--- src/priority_scheduler_rotating_ties_unit_macros.svh ---
// ----------------------------------------------------------------------------
// Assertion macros for the priority scheduler
// Concurrent checks clocked on clk_i, disabled while rst_ni is low.
// ----------------------------------------------------------------------------
`ifndef PRIORITY_SCHEDULER_ROTATING_TIES_UNIT_MACROS_SVH
`define PRIORITY_SCHEDULER_ROTATING_TIES_UNIT_MACROS_SVH

`ifndef SYNTHESIS

// property must hold at every rising clock edge outside reset
`define PRS_ASSERT(label, prop) \
  label: assert property (@(posedge clk_i) disable iff (!rst_ni) prop) \
    else $error("scheduler check failed");

// expression must never be true outside reset
`define PRS_ASSERT_NEVER(label, expr) \
  `PRS_ASSERT(label, !(expr))

`else

`define PRS_ASSERT(label, prop)
`define PRS_ASSERT_NEVER(label, expr)

`endif

`endif

--- src/prs_pkg.sv ---
// ----------------------------------------------------------------------------
// prs_pkg
// Shared sizes, command codes and beat types of the priority scheduler.
// ----------------------------------------------------------------------------
`default_nettype none

package prs_pkg;

  // table geometry
  localparam int NUM_SLOTS = 64;
  localparam int PRIO_BITS = 5;
  localparam int IDX_W     = (NUM_SLOTS > 1) ? $clog2(NUM_SLOTS) : 1;

  // command codes
  localparam logic CMD_WRITE    = 1'b0;
  localparam logic CMD_SCHEDULE = 1'b1;

  typedef logic [IDX_W-1:0]     slot_idx_t;
  typedef logic [PRIO_BITS-1:0] prio_t;

  // one table entry as stored in the memory
  typedef struct packed {
    logic  run;
    prio_t prio;
  } entry_t;

  // input beat
  typedef struct packed {
    logic       command;
    logic [5:0] slot_index;
    logic       make_runnable;
    logic [4:0] slot_priority;
  } in_beat_t;

  // output beat
  typedef struct packed {
    logic       granted;
    logic [5:0] grant_index;
    logic [4:0] grant_priority;
  } out_beat_t;

  // result handed from the scan engine to the output register
  typedef struct packed {
    logic      valid;
    out_beat_t beat;
  } res_t;

endpackage

`default_nettype wire

--- src/priority_scheduler_rotating_ties_unit.sv ---
// Write beat: accepted while idle, the next beat is taken in the following cycle.
// Schedule beat: the scan engine reads one slot per cycle, the read data is registered,
// and the result then passes through the output register before it is valid at the output.
// The next beat is accepted only once the output register has taken the result.
// Reset clears entry valid bits and the scan pointer at once; no clearing pass.
// ----------------------------------------------------------------------------
// priority_scheduler_rotating_ties_unit
// Priority scheduler with round-robin tie break over a table of task slots.
// ----------------------------------------------------------------------------
`default_nettype none

module priority_scheduler_rotating_ties_unit (
  input  wire logic                clk_i,
  input  wire logic                rst_ni,
  input  wire logic                in_valid_i,
  output logic                     in_stall_o,
  input  wire prs_pkg::in_beat_t   in_data_i,
  output logic                     out_valid_o,
  input  wire logic                out_stall_i,
  output prs_pkg::out_beat_t       out_data_o
);
  import prs_pkg::*;

  res_t res;
  logic res_stall;

  // table and scan engine
  prs_core u_core (
    .clk_i      (clk_i),
    .rst_ni     (rst_ni),
    .in_valid_i (in_valid_i),
    .in_stall_o (in_stall_o),
    .in_data_i  (in_data_i),
    .res_o      (res),
    .res_stall_i(res_stall)
  );

  // output register
  prs_obuf u_obuf (
    .clk_i      (clk_i),
    .rst_ni     (rst_ni),
    .res_i      (res),
    .res_stall_o(res_stall),
    .out_valid_o(out_valid_o),
    .out_stall_i(out_stall_i),
    .out_data_o (out_data_o)
  );

endmodule

`default_nettype wire

--- src/prs_core.sv ---
// ----------------------------------------------------------------------------
// prs_core
// Slot table memory and scan engine: writes entries, scans all slots one per
// cycle in rotated order and writes back the winner with its flag cleared.
// ----------------------------------------------------------------------------
`default_nettype none

`include "priority_scheduler_rotating_ties_unit_macros.svh"

module prs_core (
  input  wire logic             clk_i,
  input  wire logic             rst_ni,
  input  wire logic             in_valid_i,
  output logic                  in_stall_o,
  input  wire prs_pkg::in_beat_t in_data_i,
  output prs_pkg::res_t         res_o,
  input  wire logic             res_stall_i
);
  import prs_pkg::*;

  typedef enum logic [1:0] {
    ST_IDLE,
    ST_SCAN,
    ST_LAST,
    ST_DONE
  } state_e;

  localparam slot_idx_t LAST_IDX = IDX_W'(NUM_SLOTS - 1);

  function automatic slot_idx_t next_slot(slot_idx_t s);
    return (s == LAST_IDX) ? '0 : s + 1'b1;
  endfunction

  state_e    state_q;
  slot_idx_t addr_q;
  slot_idx_t cnt_q;
  slot_idx_t scan_start_q;
  slot_idx_t best_idx_q;
  prio_t     best_pri_q;
  logic      found_q;
  logic      pipe_vld_q;

  // read side of the table
  entry_t    mem_q [NUM_SLOTS];
  entry_t    rd_data_q;
  slot_idx_t rd_idx_q;
  logic      rd_vld_bit_q;
  logic [NUM_SLOTS-1:0] vld_q;

  logic      in_acc;
  logic      in_range;
  logic      wr_cmd;
  logic      res_take;
  logic      mem_we;
  logic      mem_re;
  slot_idx_t mem_wa;
  entry_t    mem_wd;
  logic      cand_better;

  // handshake and command decode
  assign in_stall_o = (state_q != ST_IDLE);
  assign in_acc     = in_valid_i && (state_q == ST_IDLE);
  assign in_range   = (32'(in_data_i.slot_index) < 32'(NUM_SLOTS));
  assign wr_cmd     = in_acc && (in_data_i.command == CMD_WRITE) && in_range;
  assign res_take   = (state_q == ST_DONE) && !res_stall_i;

  // memory port control: writes from commands or winner write-back, reads in scan
  assign mem_we = wr_cmd || (res_take && found_q);
  assign mem_re = (state_q == ST_SCAN);
  assign mem_wa = wr_cmd ? IDX_W'(in_data_i.slot_index) : best_idx_q;
  always_comb begin
    if (wr_cmd) begin
      mem_wd = '{run: in_data_i.make_runnable, prio: PRIO_BITS'(in_data_i.slot_priority)};
    end else begin
      mem_wd = '{run: 1'b0, prio: best_pri_q};
    end
  end

  // candidate from the previous read beats the best so far (strictly smaller)
  assign cand_better = pipe_vld_q && rd_vld_bit_q && rd_data_q.run &&
                       (!found_q || (rd_data_q.prio < best_pri_q));

  // slot table, one write and one read port, registered read data
  always_ff @(posedge clk_i) begin
    if (mem_we) begin
      mem_q[mem_wa] <= mem_wd;
    end
    if (mem_re) begin
      rd_data_q    <= mem_q[addr_q];
      rd_idx_q     <= addr_q;
      rd_vld_bit_q <= vld_q[addr_q];
    end
  end

  // entry valid bits: an unwritten entry reads as not runnable
  always_ff @(posedge clk_i or negedge rst_ni) begin
    if (!rst_ni) begin
      vld_q <= '0;
    end else if (wr_cmd) begin
      vld_q[mem_wa] <= 1'b1;
    end
  end

  // scan sequencer
  always_ff @(posedge clk_i or negedge rst_ni) begin
    if (!rst_ni) begin
      state_q      <= ST_IDLE;
      addr_q       <= '0;
      cnt_q        <= '0;
      scan_start_q <= '0;
      best_idx_q   <= '0;
      best_pri_q   <= '0;
      found_q      <= 1'b0;
      pipe_vld_q   <= 1'b0;
    end else begin
      pipe_vld_q <= (state_q == ST_SCAN);
      if (cand_better) begin
        found_q    <= 1'b1;
        best_idx_q <= rd_idx_q;
        best_pri_q <= rd_data_q.prio;
      end
      unique case (state_q)
        ST_IDLE: begin
          if (in_acc && (in_data_i.command == CMD_SCHEDULE)) begin
            state_q    <= ST_SCAN;
            addr_q     <= scan_start_q;
            cnt_q      <= '0;
            found_q    <= 1'b0;
            best_idx_q <= '0;
            best_pri_q <= '0;
          end
        end
        ST_SCAN: begin
          addr_q <= next_slot(addr_q);
          cnt_q  <= cnt_q + 1'b1;
          if (cnt_q == LAST_IDX) begin
            state_q <= ST_LAST;
          end
        end
        ST_LAST: begin
          // last read is evaluated this cycle
          state_q <= ST_DONE;
        end
        ST_DONE: begin
          if (res_take) begin
            if (found_q) begin
              scan_start_q <= next_slot(best_idx_q);
            end
            state_q <= ST_IDLE;
          end
        end
        default: begin
          state_q <= ST_IDLE;
        end
      endcase
    end
  end

  // result beat
  always_comb begin
    res_o.valid               = (state_q == ST_DONE);
    res_o.beat.granted        = found_q;
    res_o.beat.grant_index    = found_q ? 6'(best_idx_q) : 6'd0;
    res_o.beat.grant_priority = found_q ? 5'(best_pri_q) : 5'd0;
  end

  // checks
  `PRS_ASSERT_NEVER(a_mem_port_conflict, mem_we && mem_re)
  `PRS_ASSERT(a_scan_starts_at_pointer, (in_acc && (in_data_i.command == CMD_SCHEDULE)) |=> ((state_q == ST_SCAN) && (cnt_q == '0) && (addr_q == $past(scan_start_q))))
  `PRS_ASSERT(a_winner_was_written, ((state_q == ST_DONE) && found_q) |-> vld_q[best_idx_q])
  `PRS_ASSERT(a_pointer_follows_winner, (res_take && found_q) |=> (scan_start_q == next_slot($past(best_idx_q))))

endmodule

`default_nettype wire

--- src/prs_obuf.sv ---
// ----------------------------------------------------------------------------
// prs_obuf
// One-entry output register between the scan engine and the result channel.
// ----------------------------------------------------------------------------
`default_nettype none

module prs_obuf (
  input  wire logic               clk_i,
  input  wire logic               rst_ni,
  input  wire prs_pkg::res_t      res_i,
  output logic                    res_stall_o,
  output logic                    out_valid_o,
  input  wire logic               out_stall_i,
  output prs_pkg::out_beat_t      out_data_o
);
  import prs_pkg::*;

  logic      full_q;
  out_beat_t data_q;
  logic      load;

  // take a new beat when empty or when the held one leaves this cycle
  assign res_stall_o = full_q && out_stall_i;
  assign load        = res_i.valid && !res_stall_o;

  always_ff @(posedge clk_i or negedge rst_ni) begin
    if (!rst_ni) begin
      full_q <= 1'b0;
    end else if (load) begin
      full_q <= 1'b1;
    end else if (!out_stall_i) begin
      full_q <= 1'b0;
    end
  end

  // payload, no reset
  always_ff @(posedge clk_i) begin
    if (load) begin
      data_q <= res_i.beat;
    end
  end

  assign out_valid_o = full_q;
  assign out_data_o  = data_q;

endmodule

`default_nettype wire

--- config.mk ---
export PLATFORM = sky130hd
export DESIGN_NAME = priority_scheduler_rotating_ties_unit
export DESIGN_NICKNAME = d
export VERILOG_FILES = /design/src/prs_pkg.sv /design/src/priority_scheduler_rotating_ties_unit.sv /design/src/prs_core.sv /design/src/prs_obuf.sv
export VERILOG_INCLUDE_DIRS = /design/src /design/src/src
export SDC_FILE = /design/constraint.sdc
export NUM_CORES = 1
export LEC_CHECK = 0
export ABC_AREA = 0
export BUFFER_PORTS_ARGS = -buffer_cell sky130_fd_sc_hd__buf_2
export CORE_UTILIZATION = 50
export CTS_CLUSTER_SIZE = 8
export DETAILED_ROUTE_END_ITERATION = 8
export GPL_TIMING_DRIVEN = 1
export PLACE_DENSITY = 0.68
export SYNTH_ARGS = -nofsm -noshare
export SYNTH_HDL_FRONTEND = slang
export SYNTH_SLANG_ARGS = --single-unit
--- constraint.sdc ---
create_clock -name clk_i -period 4.2 [get_ports clk_i]
set_input_delay 0.21 -clock clk_i [delete_from_list [all_inputs] [get_ports clk_i]]
set_output_delay 0.21 -clock clk_i [all_outputs]
set_load 0.02 [all_outputs]
==> results.ini, run 1 <==
[timing]
rsz0062_at_grt=false
relSlewSlack_pct=21.5
period_share_pct=89.1
hold_violations=0
skew_ns=0.0196
tightestPinTransition_ns=1.17
fmax_mhz=267
fin_ws_ns=0.460
period_minus_slack_ns=3.74
setup_viol=0
drv_slew=0

[setup_path]
cp.arrival_ns=3.95
path_max_fanout=19
crit_chain=inv_1, ha_1, nand3b_1, buf_4, mux2i_1, nand3_1, nor2_1
startpoint_type=flop
reg2reg_from=u_core.state_q[0]
critPathCaptureType=flop
required_ns=4.41
r2r_slack_ns=0.46
cp-startpoint=u_core.state_q[0]
slowest_delay_ns=0.85
cp_slowest_cell=nand3_1
path_delay_family=simple AND/OR/NAND/NOR gates
critPathKind=reg2reg
cp.buffers_inverters=2

[power]
total_power_mw=15.6
peakVddDrop_uv=345
power_leakage_nw=8.35
p_per_area_nw_per_um2=666

[logic_synthesis]
avgSynthCellArea_um2=17.3
synth_edf_count=409
syn_area_um2=20600
ys_types=49
synth-main-ff-cell=edfxtp_1
ys_async_sr_fraction_pct=19.3
ys_ff_latch=507
synth.net_count=1224
yosys_warnings=0
synth_cells=1195
synth-seq-area-share_pct=71.4

[routing]
post_drt_wl_per_cell_um=25.7
vias=11200
drt-total-wl_um=46700
ant_nets=0
first_pass_iters=5
vias_per_cell=6.16
drt_iter0_markers=1139
drc=0

[placement]
placedInstanceArea_um2=21400
gp_congestion=0.863
dp_worst_setup_slack_ns=0.595
dp_cells=1714
portBuffers=30
dpl.hpwl_um=28800

[run_status]
status=finished, final reports clean

[final_layout]
fillers=2985
seqCellArea_um2=14700
final_area_um2=23400
syn2layout_area_growth_pct=13.6
post-route-util_pct=57.5
antenna_cells=0
drive_gt1_share_pct=22.1
nets=1288
final_cells=1822
multi_input_area_um2=5570

[global_route]
grt_pass1_vias=11300
antenna_found_initial=2
track_usage_pct=22.9
gr-total-overflow=0
grt_pass1_wl_um=70600
grt_max_degree=65

[clocking]
cts_buffer_depth=3
cts_root_buf=clkbuf_16
cts_buffers=73
cts_hold_buffers=2
cts-resized-gates=0
clk_latency_ns=0.59
cts_setup_buffers=0
cts_sinks=507
cts.reportedPaths.clkPinSlew_ns=0.05
cts_tree=done
htreeDepth=3

[worst_hold_path]
hp-start=in_data_i[2]
hold_path_class=in2reg

[die]
core-area_um2=40700
io_pins=31
die_area_um2=42100
die_y_um=205
initial_core_util_pct=50.7
die_w_um=205
row_count=74

[job]
max_cap_viol_count=0

cell type report:
| type | instances | area share (%) |
|---|---|---|
| clock buffers | 98 | 8.19 |
| clock inverters | 8 | 0.571 |
| inverters | 9 | 0.144 |
| multi-input cells | 613 | 23.7 |
| flip-flops and latches | 507 | 62.9 |
| well taps | 532 | 2.84 |
| repair buffers | 55 | 1.63 |
power breakdown:
part | internal, mW | switching (mW) | total, mW
registers | 6.15 | 0.460 | 6.61
logic | 1.52 | 2.21 | 3.72
clock network | 3.18 | 2.09 | 5.27
metal layers:
layer	routed length (um)	up-vias	global-route usage, %
met1	19700	5811	32.1
li1	-	4839	-
met5	13	-	0
met4	1100	2	7.75
met3	3820	76	5.23
met2	22100	494	35.6
cell usage in the layout (no fill, tap or decap), types with 34 or more instances in the layout:
master and count:
a21o_1 34, clkbuf_16 73, dfrtp_1 96, edfxtp_1 409, mux2_2 37, mux4_2 98
nand2_1 76, nand3_1 41, nor2_1 82, o21bai_1 34
synth_stat cells, types with 14 or more instances:
cell,n,share of area (%)
nand3_1,41,0.99
o21ai_0,16,0.39
o21bai_1,34,1.2
mux2_2,37,2.0
edfxtp_1,409,60
a221oi_1,15,0.64
clkbuf_1,32,0.58
buf_2,15,0.36
mux2i_1,24,1.2
a22oi_1,14,0.51
nand2_1,77,1.4
dfrtp_1,98,12
nor2_1,82,1.5
mux4_2,98,11
o22ai_1,30,0.91
a21o_1,34,1.2
kinds of logic (layout without fill, tap and decap cells):
group | after synthesis | in the layout | share of synthesized area, %
compound gates | 165 | 165 | 5.66
xor+xnor | 6 | 6 | 0.255
fa+ha+maj | 12 | 12 | 0.727
buf+inv | 75 | 170 | 1.91
flops | 507 | 507 | 71.4
mux | 159 | 159 | 13.9
simple gates | 271 | 271 | 6.18
metrics by stage:
step                      setup TNS (ns)  hold WS (ns)
after floorplan                   -86.49       -0.0856
after global placement                 0         0.314
after detailed placement               0         0.316
after CTS                              0        0.0241
after global routing                   0        0.0498
final                                  0        0.0470
worst paths after layout:
path / to / depth (start not counted)
setup / recovery: u_core.mem_q[24][2] / 7
hold / removal: u_core.mem_q[3][2] / 3
setup reg to reg: u_core.mem_q[24][2] / 7
hold reg to reg: u_core.vld_q[1] / 1
max in group asynchronous: u_core.vld_q[56] / 3
min in group asynchronous: u_core.cnt_q[3] / 2
state kept, by name, summed over array words and instances, names as in the netlist:
| name | count |
|---|---|
| u_core.rd_data_q | 6 |
| u_core.found_q | 1 |
| u_obuf.out_valid_o | 1 |
| u_obuf.out_data_o | 12 |
| u_core.scan_start_q | 6 |
| u_core.state_q | 2 |
| u_core.rd_vld_bit_q | 1 |
| u_core.rd_idx_q | 6 |
| u_core.mem_q | 384 |
| u_core.addr_q | 6 |
| u_core.best_idx_q | 6 |
| u_core.vld_q | 64 |
| u_core.pipe_vld_q | 1 |
| u_core.cnt_q | 6 |
| u_core.best_pri_q | 5 |
worst min-delay path, delay by kind of cell:
kind / cells / cell delay (ns)
simple gates: 1 / 0.07
buf+inv: 1 / 0.08
compound gates: 1 / 0.14
(Power assumes the default switching activity.)
==> run 2, diff against run 1 <==
- ABC_AREA: 0 -> 1
- CTS_CLUSTER_SIZE: 8 -> 30
==> run 2 against run 1 <==
Final cell count is 56% higher. Combinational power is 50% higher. Synthesized area is 8.1% higher. Clock power is 11% lower. Fmax is 17% higher. Worst setup slack better by 0.53 ns. Die area is 8.0% higher. Global-route usage is 2.2 points higher. First-iteration DRC count is 60% higher. Sequential cell count stayed put. Sequential power hardly changed. Largest power group unchanged. Highest routed layer is now met4.
==> results.ini, run 2 <==
[logic_synthesis]
yosys.cell_count.top_type=nand2_1
ys_types=37
ys_ff_latch=507
yosysTopAreaCell=edfxtp_1
synth-main-ff-cell=edfxtp_1
syn_area_um2=22300
synth_edf_count=409
synth-seq-area-share_pct=66.0
ys_top_cells_by_count=739 x nand2_1, 409 x edfxtp_1, 371 x nand3_1, 216 x inv_1, 99 x nor2_1
ys_async_sr_fraction_pct=19.3
yosys_warnings=0
avgSynthCellArea_um2=10.0
synth.net_count=2249
synth_cells=2220
synth_area_leaders=edfxtp_1 55%, nand2_1 12%, dfrtp_1 11%
synth_top_cell_area_share_pct=55.1

[setup_path]
cp_slowest_cell=buf_4
critPathKind=reg2reg
slowest_delay_ns=0.50
cp.buffers_inverters=3
path_max_fanout=38
startpoint_type=flop
path_delay_family=buffers and inverters
critPathCaptureType=flop
cp.arrival_ns=3.43
required_ns=4.43
crit_chain=inv_1, ha_1, nand3b_4, nand2_1, clkinv_2, buf_4, nor2_1

[die]
initial_core_util_pct=50.6
die_area_um2=45500
row_count=77
core-area_um2=44100
io_pins=31
die_y_um=213
die_w_um=213

[timing]
finalSetupTns_ns=0
skew_ns=0.0124
relSlewSlack_pct=21.6
hold_violations=0
period_share_pct=76.4
drv_slew=0
setup_viol=0
fmax_mhz=312
period_minus_slack_ns=3.21
rsz0062_at_grt=false
tightestPinTransition_ns=1.18

[final_layout]
final_cells=2849
final_common_cell=nand2_1
mostFrequentLayoutCells=739 x nand2_1, 409 x edfxtp_1, 371 x nand3_1
largest_register_ffs=384
multi_input_area_um2=6250
syn2layout_area_growth_pct=10.9
largest-register=u_core.mem_q
fillers=3726
nets=2243
seqCellArea_um2=14700
post-route-util_pct=56.1
drive_gt1_share_pct=8.11

[clocking]
cts_buffers=51
cts_buffer_depth=3
cts.reportedPaths.clkPinSlew_ns=0.06
cts_setup_buffers=0
clk_latency_ns=0.59
cts-resized-gates=0
cts_root_buf=clkbuf_16
cts_hold_buffers=2
cts_tree=done
htreeDepth=2
cts_sinks=507

[power]
total_power_mw=16.9
p_per_area_nw_per_um2=682
peakVddDrop_uv=764
power_leakage_nw=10.2

[placement]
gp_congestion=0.856
dpl.hpwl_um=32100
portBuffers=30
dp_cells=2751

[routing]
first_pass_iters=5
drc=0
ant_nets=0
vias_per_cell=5.47
post_drt_wl_per_cell_um=19.3
vias=15600
drt_iter0_markers=1824
drt-total-wl_um=54900

[run_status]
status=finished, final reports clean

[global_route]
grt_max_degree=228
gr-total-overflow=0
grt_pass1_vias=15100
antenna_found_initial=1
track_usage_pct=25.1
grt_pass1_wl_um=85300

[worst_hold_path]
hold_path_class=in2reg

[job]
max_cap_viol_count=0

-- run 2: cell types whose count changed after synthesis, moves of 24 or more --
cell | before | now
buf_2 | 15 | 54
a21o_1 | 34 | 0
mux2i_1 | 24 | 0
mux4_2 | 98 | 0
mux2_2 | 37 | 1
o22ai_1 | 30 | 4
o21ai_1 | 2 | 32
nand3_1 | 41 | 371
inv_1 | 9 | 216
nand2_1 | 77 | 739
-- run 2: metrics by stage --
stage	setup WS (ns)	hold slack, ns	instance area (um^2)
after floorplan	0.391	-0.0856	22300
after global placement	1.11	0.364	23000
after detailed placement	1.01	0.370	23000
after CTS	1.00	0.0608	24700
after global routing	0.807	0.127	24700
final	0.991	0.0921	24700
-- run 2: cell type report --
class                      count  area share (%)
clock buffer                  62            5.54
tap                          592            2.99
sequential                   507            59.6
inverter                     227            3.49
multi-input combinational   1370            25.3
clock inverter                33            1.47
timing repair buffer          57            1.66
antenna                        1          0.0101
-- run 2: cells by family (layout without fill, tap and decap cells) --
kind of cell | count (synthesis) | count (layout) | synth area share, %
and+or+nand+nor | 1240 | 1240 | 23.7
DFF | 507 | 507 | 66.0
buffers and inverters | 343 | 379 | 6.16
AOI/OAI and AO/OA | 112 | 112 | 3.16
adders and majority gates | 12 | 12 | 0.673
xor gates and xnor gates | 5 | 5 | 0.196
muxes | 1 | 1 | 0.0505
other | 0 | 1 | 0
-- run 2: where the power goes --
part           leakage (nW)  switching [mW]  internal (mW)
Clock                 0.852            1.89           2.81
Sequential             4.93           0.294           6.31
Combinational          4.45            4.17           1.41
Total                  10.2            6.36           10.5
-- run 2: worst paths after layout --
check	endpoint	depth (start not counted)	slack, ns	from
min in group asynchronous	u_core.best_pri_q[2]	2	0.24	rst_ni
worst max-delay path	u_core.mem_q[25][5]	7	0.99	u_core.state_q[1]
worst max register to register	u_core.mem_q[25][5]	7	0.99	u_core.state_q[1]
worst min-delay path	u_core.cnt_q[0]	5	0.09	in_data_i[12]
worst min register to register	u_core.vld_q[40]	2	0.47	u_core.vld_q[40]
max in group asynchronous	u_core.vld_q[4]	3	3.03	rst_ni
-- run 2: worst min-delay path, cell delays in order --
cell	delay, ns
buf_2	0.10
a21oi_1	0.07
inv_1	0.08
a21oi_1	0.07
a21oi_1	0.11
-- run 2: metal layers --
layer	part of all wire (%)	up-vias	track usage (%)
met5	0	-	0
met4	2.9	0	9.51
met3	7.8	98	3.46
met2	48	652	41.1
met1	41	7520	34.1
li1	-	7320	-
